## src/design/wsc_pkg.sv

```systemverilog
// Shared constants, codes and the arctangent table of the steering controller.
// Used by the CORDIC unit, the top level and the port checker.
package wsc_pkg;

    localparam int WSC_COORD_BITS   = 24;
    localparam int WSC_CORDIC_STEPS = 16;

    // Angles are held in units of 2^-16 degree.
    localparam int ZW          = 28;
    localparam int ATAN_IB     = 5;
    localparam int CFG_W       = 16;
    localparam int CFG_ADDR_W  = 2;
    localparam int SPEED_W     = 10;
    localparam int OUT_TDATA_W = 24;
    localparam int OUT_TUSER_W = 3;
    localparam int IN_TUSER_W  = 2;

    localparam logic signed [ZW-1:0] DEG_30  = ZW'(30 * 65536);
    localparam logic signed [ZW-1:0] DEG_45  = ZW'(45 * 65536);
    localparam logic signed [ZW-1:0] DEG_180 = ZW'(180 * 65536);
    localparam logic signed [ZW-1:0] DEG_360 = ZW'(360 * 65536);

    localparam logic [1:0] ACT_STOP  = 2'd0;
    localparam logic [1:0] ACT_TURN  = 2'd1;
    localparam logic [1:0] ACT_DRIVE = 2'd2;
    localparam logic [1:0] ACT_HOLD  = 2'd3;

    localparam logic [CFG_ADDR_W-1:0] CFG_DIST_TOL    = 2'd0;
    localparam logic [CFG_ADDR_W-1:0] CFG_ANG_ENTER   = 2'd1;
    localparam logic [CFG_ADDR_W-1:0] CFG_ANG_RELEASE = 2'd2;

    function automatic logic signed [ZW-1:0] atan_q16(input logic [ATAN_IB-1:0] idx);
        logic signed [ZW-1:0] val;
        case (idx)
            5'd0:    val = ZW'(2949120);
            5'd1:    val = ZW'(1740967);
            5'd2:    val = ZW'(919879);
            5'd3:    val = ZW'(466945);
            5'd4:    val = ZW'(234379);
            5'd5:    val = ZW'(117304);
            5'd6:    val = ZW'(58666);
            5'd7:    val = ZW'(29335);
            5'd8:    val = ZW'(14668);
            5'd9:    val = ZW'(7334);
            5'd10:   val = ZW'(3667);
            5'd11:   val = ZW'(1833);
            5'd12:   val = ZW'(917);
            5'd13:   val = ZW'(458);
            5'd14:   val = ZW'(229);
            5'd15:   val = ZW'(115);
            5'd16:   val = ZW'(57);
            5'd17:   val = ZW'(29);
            5'd18:   val = ZW'(14);
            5'd19:   val = ZW'(7);
            5'd20:   val = ZW'(4);
            5'd21:   val = ZW'(2);
            5'd22:   val = ZW'(1);
            default: val = '0;
        endcase
        return val;
    endfunction

endpackage

```

## src/design/wsc_cordic.sv

```systemverilog
// Iterative CORDIC vectoring unit: one rotation step per cycle.
// Depends on wsc_pkg for the angle width and the arctangent table.
module wsc_cordic import wsc_pkg::*; #(
    parameter int XW    = WSC_COORD_BITS + 12,
    parameter int STEPS = WSC_CORDIC_STEPS
) (
    input  logic                 i_clk,
    input  logic                 i_rst_n,
    input  logic                 i_start,
    input  logic signed [XW-1:0] i_x,
    input  logic signed [XW-1:0] i_y,
    output logic                 o_done,
    output logic signed [XW-1:0] o_x,
    output logic signed [ZW-1:0] o_z
);

    localparam int CW = $clog2(STEPS);

    logic signed [XW-1:0] r_x, r_y, n_xs, n_ys;
    logic signed [ZW-1:0] r_z, n_ang;
    logic [CW-1:0]        r_step;
    logic                 r_busy, r_done;

    always_comb begin
        n_xs  = r_x >>> r_step;
        n_ys  = r_y >>> r_step;
        n_ang = atan_q16(ATAN_IB'(r_step));
    end

    always_ff @(posedge i_clk) begin
        if (!i_rst_n) begin
            r_busy <= 1'b0;
            r_done <= 1'b0;
        end else begin
            r_done <= r_busy && !i_start && (r_step == CW'(STEPS - 1));
            if (i_start) begin
                r_busy <= 1'b1;
                r_step <= '0;
                if (i_x < 0) begin
                    r_x <= -i_x;
                    r_y <= -i_y;
                    r_z <= (i_y >= 0) ? DEG_180 : -DEG_180;
                end else begin
                    r_x <= i_x;
                    r_y <= i_y;
                    r_z <= '0;
                end
            end else if (r_busy) begin
                if (r_y > 0) begin
                    r_x <= r_x + n_ys;
                    r_y <= r_y - n_xs;
                    r_z <= r_z + n_ang;
                end else begin
                    r_x <= r_x - n_ys;
                    r_y <= r_y + n_xs;
                    r_z <= r_z - n_ang;
                end
                r_step <= r_step + 1'b1;
                if (r_step == CW'(STEPS - 1))
                    r_busy <= 1'b0;
            end
        end
    end

    assign o_done = r_done;
    assign o_x    = r_x;
    assign o_z    = r_z;

endmodule

```

## src/design/waypoint_steering_controller_top.sv

```systemverilog
// Waypoint steering controller: distance and bearing by a shared CORDIC unit.
// A result is registered after the CORDIC steps, the distance scaling and the error wrap (the
// CORDIC unit is skipped for a zero vector, all of it without a target): one CORDIC step per cycle.
// Only one item is in work: the next item is taken once the result is registered.
// Synchronous active-low reset clears the sequencer, the output valid, the turn
// flag and the registers (tolerance 40, enter 20 degrees, release 5 degrees).
module waypoint_steering_controller_top import wsc_pkg::*; #(
    parameter int COORD_BITS   = WSC_COORD_BITS,
    parameter int CORDIC_STEPS = WSC_CORDIC_STEPS,
    localparam int IN_W        = 4 * COORD_BITS + 17,
    localparam int IN_TDATA_W  = ((IN_W + 7) / 8) * 8
) (
    input  logic                   i_clk,
    input  logic                   i_rst_n,
    input  logic                   i_cfg_we,
    input  logic [CFG_ADDR_W-1:0]  i_cfg_addr,
    input  logic [CFG_W-1:0]       i_cfg_wdata,
    input  logic                   i_s_axis_tvalid,
    output logic                   o_s_axis_tready,
    // target_x, target_y, pos_x, pos_y, heading, zero fill
    input  logic [IN_TDATA_W-1:0]  i_s_axis_tdata,
    // target_valid, more_waypoints
    input  logic [IN_TUSER_W-1:0]  i_s_axis_tuser,
    output logic                   o_m_axis_tvalid,
    input  logic                   i_m_axis_tready,
    // left_speed, right_speed, zero fill
    output logic [OUT_TDATA_W-1:0] o_m_axis_tdata,
    // action, pop_waypoint
    output logic [OUT_TUSER_W-1:0] o_m_axis_tuser
);

    localparam int XW = COORD_BITS + 12;
    localparam logic [20:0] RECIP_25  = 21'd1342178;
    localparam logic [15:0] GAIN_INV  = 16'd39797;
    localparam logic [13:0] FWD_LIMIT = 14'd12800;

    localparam logic [3:0] S_IDLE  = 4'd0;
    localparam logic [3:0] S_PREP  = 4'd1;
    localparam logic [3:0] S_CORD  = 4'd2;
    localparam logic [3:0] S_DIST1 = 4'd3;
    localparam logic [3:0] S_DIST2 = 4'd4;
    localparam logic [3:0] S_ERR   = 4'd5;
    localparam logic [3:0] S_WRAP  = 4'd6;
    localparam logic [3:0] S_DEC   = 4'd7;
    localparam logic [3:0] S_OUT   = 4'd8;

    function automatic logic signed [ZW-1:0] clamp(input logic signed [ZW-1:0] v,
                                                   input logic signed [ZW-1:0] lim);
        logic signed [ZW-1:0] r;
        if (v > lim)       r = lim;
        else if (v < -lim) r = -lim;
        else               r = v;
        return r;
    endfunction

    function automatic logic [SPEED_W-1:0] trunc_q16(input logic signed [ZW-1:0] v);
        logic signed [ZW-1:0] mag;
        logic [SPEED_W-1:0]   m;
        mag = (v < 0) ? -v : v;
        m   = SPEED_W'(mag >>> 16);
        return (v < 0) ? -m : m;
    endfunction

    logic [3:0]            r_state;
    logic [CFG_W-1:0]      r_tol;
    logic [7:0]            r_ang_enter, r_ang_release;
    logic                  r_flag;

    logic signed [XW-1:0]  r_dx, r_dy;
    logic [16:0]           r_habs;
    logic                  r_hsign;
    logic [19:0]           r_v;
    logic                  r_has, r_more, r_zero, r_eneg;
    logic signed [ZW-1:0]  r_hq, r_err;
    logic [31:0]           r_plo;
    logic [XW-1:0]         r_dist;

    logic [1:0]            r_act;
    logic [SPEED_W-1:0]    r_left, r_right;
    logic                  r_pop;

    logic                  r_ovalid;
    logic [OUT_TDATA_W-1:0] r_otdata;
    logic [OUT_TUSER_W-1:0] r_otuser;

    logic signed [COORD_BITS-1:0] n_tx, n_ty, n_px, n_py;
    logic signed [16:0]    n_hd;
    logic signed [COORD_BITS:0] n_ddx, n_ddy;
    logic [16:0]           n_habs;
    logic [40:0]           n_prod;
    logic [26:0]           n_hmag;
    logic signed [ZW-1:0]  n_hpos;

    logic                  c_start, c_done;
    logic signed [XW-1:0]  c_x;
    logic signed [ZW-1:0]  c_z;

    logic signed [ZW-1:0]  n_ae, n_ec, n_rc, n_fwd2, n_rot5;
    logic                  n_flag;
    logic [13:0]           n_dcl;

    always_comb begin
        n_tx   = i_s_axis_tdata[COORD_BITS-1:0];
        n_ty   = i_s_axis_tdata[2*COORD_BITS-1:COORD_BITS];
        n_px   = i_s_axis_tdata[3*COORD_BITS-1:2*COORD_BITS];
        n_py   = i_s_axis_tdata[4*COORD_BITS-1:3*COORD_BITS];
        n_hd   = i_s_axis_tdata[4*COORD_BITS+16:4*COORD_BITS];
        n_ddx  = (COORD_BITS+1)'(n_tx) - (COORD_BITS+1)'(n_px);
        n_ddy  = (COORD_BITS+1)'(n_ty) - (COORD_BITS+1)'(n_py);
        n_habs = n_hd[16] ? 17'(-n_hd) : 17'(n_hd);

        // heading * 16384 / 25 is |heading| * 655 + |heading| * 9 / 25.
        n_prod = 41'(r_v) * 41'(RECIP_25);
        n_hmag = 27'(r_habs) * 27'd655 + 27'(n_prod[40:25]);
        n_hpos = ZW'($signed({1'b0, n_hmag}));

        c_start = (r_state == S_PREP) && r_has && !((r_dx == 0) && (r_dy == 0));

        n_ae   = (r_err < 0) ? -r_err : r_err;
        if ($unsigned(n_ae) > ZW'({r_ang_enter, 16'h0}))
            n_flag = 1'b1;
        else if ($unsigned(n_ae) < ZW'({r_ang_release, 16'h0}))
            n_flag = 1'b0;
        else
            n_flag = r_flag;
        n_ec   = clamp(r_err, DEG_30);
        n_rc   = clamp(r_err, DEG_45);
        n_dcl  = (r_dist > XW'(FWD_LIMIT)) ? FWD_LIMIT : r_dist[13:0];
        n_fwd2 = ZW'($signed({1'b0, n_dcl, 9'h0}));
        n_rot5 = (n_rc <<< 2) + n_rc;
    end

    wsc_cordic #(
        .XW    (XW),
        .STEPS (CORDIC_STEPS)
    ) u_cordic (
        .i_clk   (i_clk),
        .i_rst_n (i_rst_n),
        .i_start (c_start),
        .i_x     (r_dx),
        .i_y     (r_dy),
        .o_done  (c_done),
        .o_x     (c_x),
        .o_z     (c_z)
    );

    always_ff @(posedge i_clk) begin
        if (!i_rst_n) begin
            r_tol         <= CFG_W'(40);
            r_ang_enter   <= 8'd20;
            r_ang_release <= 8'd5;
        end else if (i_cfg_we) begin
            case (i_cfg_addr)
                CFG_DIST_TOL:    r_tol         <= i_cfg_wdata;
                CFG_ANG_ENTER:   r_ang_enter   <= i_cfg_wdata[7:0];
                CFG_ANG_RELEASE: r_ang_release <= i_cfg_wdata[7:0];
                default: ;
            endcase
        end
    end

    always_ff @(posedge i_clk) begin
        if (!i_rst_n) begin
            r_state  <= S_IDLE;
            r_flag   <= 1'b0;
            r_ovalid <= 1'b0;
        end else begin
            if (r_ovalid && i_m_axis_tready && (r_state != S_OUT))
                r_ovalid <= 1'b0;
            case (r_state)
                S_IDLE: begin
                    if (i_s_axis_tvalid) begin
                        r_dx    <= XW'(n_ddx) <<< 8;
                        r_dy    <= XW'(n_ddy) <<< 8;
                        r_habs  <= n_habs;
                        r_hsign <= n_hd[16];
                        r_v     <= 20'(n_habs) * 20'd9;
                        r_has   <= i_s_axis_tuser[0];
                        r_more  <= i_s_axis_tuser[1];
                        r_state <= S_PREP;
                    end
                end
                S_PREP: begin
                    r_hq <= r_hsign ? -n_hpos : n_hpos;
                    if (!r_has) begin
                        r_act   <= ACT_STOP;
                        r_left  <= '0;
                        r_right <= '0;
                        r_pop   <= 1'b0;
                        r_state <= S_OUT;
                    end else if ((r_dx == 0) && (r_dy == 0)) begin
                        r_zero  <= 1'b1;
                        r_dist  <= '0;
                        r_state <= S_ERR;
                    end else begin
                        r_zero  <= 1'b0;
                        r_state <= S_CORD;
                    end
                end
                S_CORD: begin
                    if (c_done)
                        r_state <= S_DIST1;
                end
                S_DIST1: begin
                    r_plo   <= 32'(c_x[15:0]) * 32'(GAIN_INV);
                    r_state <= S_DIST2;
                end
                S_DIST2: begin
                    r_dist  <= XW'(c_x[XW-1:16]) * XW'(GAIN_INV) + XW'(r_plo[31:16]);
                    r_state <= S_ERR;
                end
                S_ERR: begin
                    r_err   <= r_zero ? r_hq : (r_hq - c_z);
                    r_eneg  <= r_zero ? (r_hq < 0) : (r_hq < c_z);
                    r_state <= S_WRAP;
                end
                S_WRAP: begin
                    if (!r_eneg) begin
                        if (r_err >= DEG_180) r_err <= r_err - DEG_360;
                        else                  r_state <= S_DEC;
                    end else begin
                        if (r_err <= -DEG_180) r_err <= r_err + DEG_360;
                        else                   r_state <= S_DEC;
                    end
                end
                S_DEC: begin
                    r_flag <= n_flag;
                    if (n_flag) begin
                        r_act   <= ACT_TURN;
                        r_left  <= trunc_q16(-(n_ec <<< 1));
                        r_right <= trunc_q16(n_ec <<< 1);
                        r_pop   <= 1'b0;
                    end else if (r_dist >= XW'({r_tol, 8'h0})) begin
                        r_act   <= ACT_DRIVE;
                        r_left  <= trunc_q16(n_fwd2 - n_rot5);
                        r_right <= trunc_q16(n_fwd2 + n_rot5);
                        r_pop   <= 1'b0;
                    end else begin
                        r_act   <= ACT_HOLD;
                        r_left  <= '0;
                        r_right <= '0;
                        r_pop   <= r_more;
                    end
                    r_state <= S_OUT;
                end
                S_OUT: begin
                    if (!r_ovalid || i_m_axis_tready) begin
                        r_ovalid <= 1'b1;
                        r_otdata <= {{(OUT_TDATA_W - 2*SPEED_W){1'b0}}, r_right, r_left};
                        r_otuser <= {r_pop, r_act};
                        r_state  <= S_IDLE;
                    end
                end
                default: r_state <= S_IDLE;
            endcase
        end
    end

    assign o_s_axis_tready = (r_state == S_IDLE);
    assign o_m_axis_tvalid = r_ovalid;
    assign o_m_axis_tdata  = r_otdata;
    assign o_m_axis_tuser  = r_otuser;

endmodule

```

## config.mk

```make
export PLATFORM = sky130hd
export DESIGN_NAME = waypoint_steering_controller_top
export DESIGN_NICKNAME = d
export VERILOG_FILES = /design/src/design/wsc_pkg.sv /design/src/design/wsc_cordic.sv /design/src/design/waypoint_steering_controller_top.sv
export SDC_FILE = /design/constraint.sdc
export NUM_CORES = 2
export LEC_CHECK = 0
export ABC_AREA = 1
export ABC_CLOCK_PERIOD_IN_PS = 9000
export BUFFER_PORTS_ARGS = -buffer_cell sky130_fd_sc_hd__clkbuf_2
export CAP_MARGIN = 20
export CORE_MARGIN = 1
export CORE_UTILIZATION = 45
export CTS_CLUSTER_SIZE = 25
export DETAILED_ROUTE_END_ITERATION = 6
export PLACE_DENSITY_LB_ADDON = 0.2
export SYNTH_ARGS = -nofsm -noshare
export SYNTH_HDL_FRONTEND = slang
export SYNTH_HIERARCHICAL = 1
export SYNTH_SLANG_ARGS = --single-unit
```

## constraint.sdc

```tcl
create_clock -name i_clk -period 9 [get_ports i_clk]
set_input_delay 0.9 -clock i_clk [delete_from_list [all_inputs] [get_ports i_clk]]
set_output_delay 0.9 -clock i_clk [all_outputs]
set_load 0.05 [all_outputs]
```

==> flow_summary_export.csv <==
group,metric,value,unit
outcome,status,"finished, violations left",
outcome,violations,"DRC, setup timing",
worst_setup_path,reg2reg_from,"r_v[7]",
sta,period_share,111,%
routing,drtPass1Iterations,7,
routing,drc,3,
floorplan,start_util,45.5,%
worst_setup_path,crit_start,"r_v[7]",
logic_synthesis,synth_edf_count,347,
worst_setup_path,slowest_stage,"fa_1",
sta,fin_skew,0.0443,ns
routing,avgRoutedWirePerCell,17.3,um
sta,setup_viol,18,
logic_synthesis,synth-seq-cells,409,
placed_design,port_buffers,162,
sta,rsz0062_at_grt,"yes",
sta,relSlewSlack,29.6,%
layout,diodes,0,
logic_synthesis,synth_area_leader_cell,"ha_1",
floorplan,ios,174,
placed_design,post-place-cells,10527,
worst_setup_path,worstSetupStartpointType,"flop",
layout,fin_nets,10267,
worst_setup_path,r2r-end,"r_hq[26]",
clock_tree,cts_tree,"built",
floorplan,core_area,140000,um^2
placed_design,hpwl,152000,um
floorplan,fp.dieArea,143000,um^2
routing,antenna_left,0,
sta,fmax,100,MHz
worst_setup_path,slowest_delay,0.57,ns
global_routing,gr-total-overflow,0,
worst_setup_path,critPathKind,"reg -> reg",
global_routing,grt_max_degree,77,
sta,setup_ws,-0.958,ns
hold_path,hold_class,"reg -> reg",
worst_setup_path,critical_path.top_delay_family,"adder cells",
sta,tns,-11.88,ns
layout,multi_input_area,46500,um^2
layout,drive_gt1_share,10.2,%
clock_tree,holdBufCountCts,0,
sta,worst_slew_pin_slew,1.06,ns
clock_tree,cts-root-buf,"clkbuf_16",
global_routing,busiest_layer,"met2",
global_routing,gr-usage-met2,42.7,%
routing,drt_wl_total,184000,um
global_routing,use_met1,35.5,%
worst_setup_path,required,9.38,ns
worst_setup_path,crit_path_end_kind,"flop",
clock_tree,cts_buffer_depth,3,
clock_tree,h-tree-depth,2,
layout,register_area,11700,um^2
worst_setup_path,r2r_cells,54,
worst_setup_path,r2r_slack,-0.96,ns
logic_synthesis,async_reset_ff_share,0,%
placed_design,globalplace.congestion,0.945,
worst_setup_path,crit_buf_inv,10,
worst_setup_path,cp.arrival,10.33,ns
placed_design,dp_slack,-1.30,ns
routing,viasPerCell,5.28,
worst_setup_path,crit_cells,54,
worst_setup_path,worst-path-max-fanout,3,
layout,fill_cells,13767,
sta,finalHoldViolCount,0,
sta,fin_hold_ws,0.417,ns
logic_synthesis,yosysWarningCount,6,
sta,fin_crit,9.96,ns
clock_tree,clock_latency,0.67,ns
routing,drt_iter0_drc,4271,
logic_synthesis,synth_area_leaders,"ha_1 (18%), edfxtp_1 (16%), fa_1 (15%)",
floorplan,die_h,379,um
global_routing,antenna_found_initial,0,
logic_synthesis,syn_inst,8357,
logic_synthesis,seq_area_frac_synth,18.3,%
clock_tree,cts_sinks,409,
global_routing,grt_pass1_wl,294000,um
flow_run,maxCapViolations,0,
logic_synthesis,ys_types,86,
global_routing,grt_usage,25.7,%
floorplan,rows,137,
logic_synthesis,synth-main-ff-cell,"edfxtp_1",
logic_synthesis,netlist_area,63800,um^2
worst_setup_path,crit_path_frequent_cell,"fa_1",
routing,via_count,56214,
clock_tree,path_clk_slew,0.06,ns
global_routing,grt_use_met3,2.59,%
global_routing,grt_pass1_vias,55331,
logic_synthesis,synth_top_area_share,17.9,%
logic_synthesis,syn_avg_cell_area,7.63,um^2
layout,stdcell_count,10651,
clock_tree,numCtsBuffers,53,
floorplan,die_x,379,um
sta,slew_violations,0,
layout,area_growth_syn_to_layout,11.6,%
worst_setup_path,setup.worst_path.end,"r_hq[26]",
==> worst reg2reg max path: cells and delay by family (launching register included) <==
family	cells	cell delay, ns
fa+ha+maj	12	5.18
simple gates	21	1.94
compound gates	8	1.09
buf+inv	10	0.78
flops	1	0.40
xor+xnor	3	0.30
==> cells by family after synthesis <==
family | share of synthesized area (%)
buf+inv | 10.5
simple gates | 21.6
mux | 0.0157
other cells | 0.00588
compound gates | 12.0
flops | 18.3
xor+xnor | 4.93
fa+ha+maj | 32.7
==> Yosys cell counts (all sizes together), types with 44 or more instances <==
cell,instances
ha,912
nand4,80
xor2,232
nand3,649
a21oi,589
clkbuf,84
nor4,55
dfxtp,62
fa,473
edfxtp,347
inv,1556
nor3,126
nor2,677
buf,81
nand2,1491
o21ai,469
a31oi,44
xnor2,119
==> cell type report <==
class	count	area share (%)
Clock buffer	62	1.95
Clock inverter	31	0.570
Inverter	1563	8.26
Multi-Input combinational cell	6265	65.3
Sequential cell	409	16.4
Tap cell	1876	3.30
Timing Repair Buffer	445	4.25
==> state kept, by name, indices dropped and copies added, names as in the netlist, 10 cells and up <==
name and flops:
u_cordic/o_x 36, r_right 10, u_cordic/o_z 28, r_left 10, o_m_axis_tdata 20, r_dy 25, r_hq 28, r_err 28
u_cordic/r_y 36, r_habs 17, u_cordic/n_ang 22, r_v 17, r_plo 16, r_dx 25, r_tol 16, r_dist 36
==> worst min-delay path by stage <==
| stage | cells after the start | end | slack (ns) | startpoint |
|---|---|---|---|---|
| floorplan | 0 | o_m_axis_tdata[0] | 0.40 | r_left[0] |
| global route | 0 | o_m_axis_tdata[6] | 0.42 | r_left[6] |
| detailed placement | 0 | o_m_axis_tdata[15] | 0.40 | r_right[5] |
| CTS | 0 | o_m_axis_tdata[2] | 0.42 | r_left[2] |
| finish | 0 | o_m_axis_tdata[2] | 0.42 | r_left[2] |
| global placement | 0 | o_m_axis_tdata[0] | 0.40 | r_left[0] |
==> layer usage <==
metal / vias up / wire length, um
met5: - / 0
met1: 26311 / 85600
met3: 240 / 9490
li1: 28181 / -
met2: 1482 / 83800
met4: 0 / 5160
==> cells in the final DEF, fill, tap and decap left out, types with 62 or more instances in the layout <==
cell,netlist,final
xnor2_1,118,112
a21oi_1,578,565
clkbuf_2,0,162
dfxtp_1,62,62
inv_1,1517,1494
nor2_1,617,610
edfxtp_1,347,347
nand4_1,78,78
buf_4,11,262
fa_1,473,467
nand2_1,1448,1431
xor2_1,227,216
o21ai_0,421,413
ha_1,912,891
nand3_1,637,630
nor3_1,118,108
==> timing repair <==
| action | in CTS | in global routing |
|---|---|---|
| setup buffers | 29 | 8 |
| pin swaps | 70 | 67 |
| endpoints found under the setup margin | 20 | 20 |
| resized for setup | 69 | 86 |
==> per-stage QoR <==
stage	utilization, %	cell area (um^2)
after floorplan	-	64000
after global placement	48.8	68400
after detailed placement	48.8	68400
after CTS	50.5	70700
after global routing	50.8	71200
final	50.8	71200
Power is left out: the tool's default activity adds up to more than one toggle a clock period on the data nets, which glitch-free logic cannot reach.
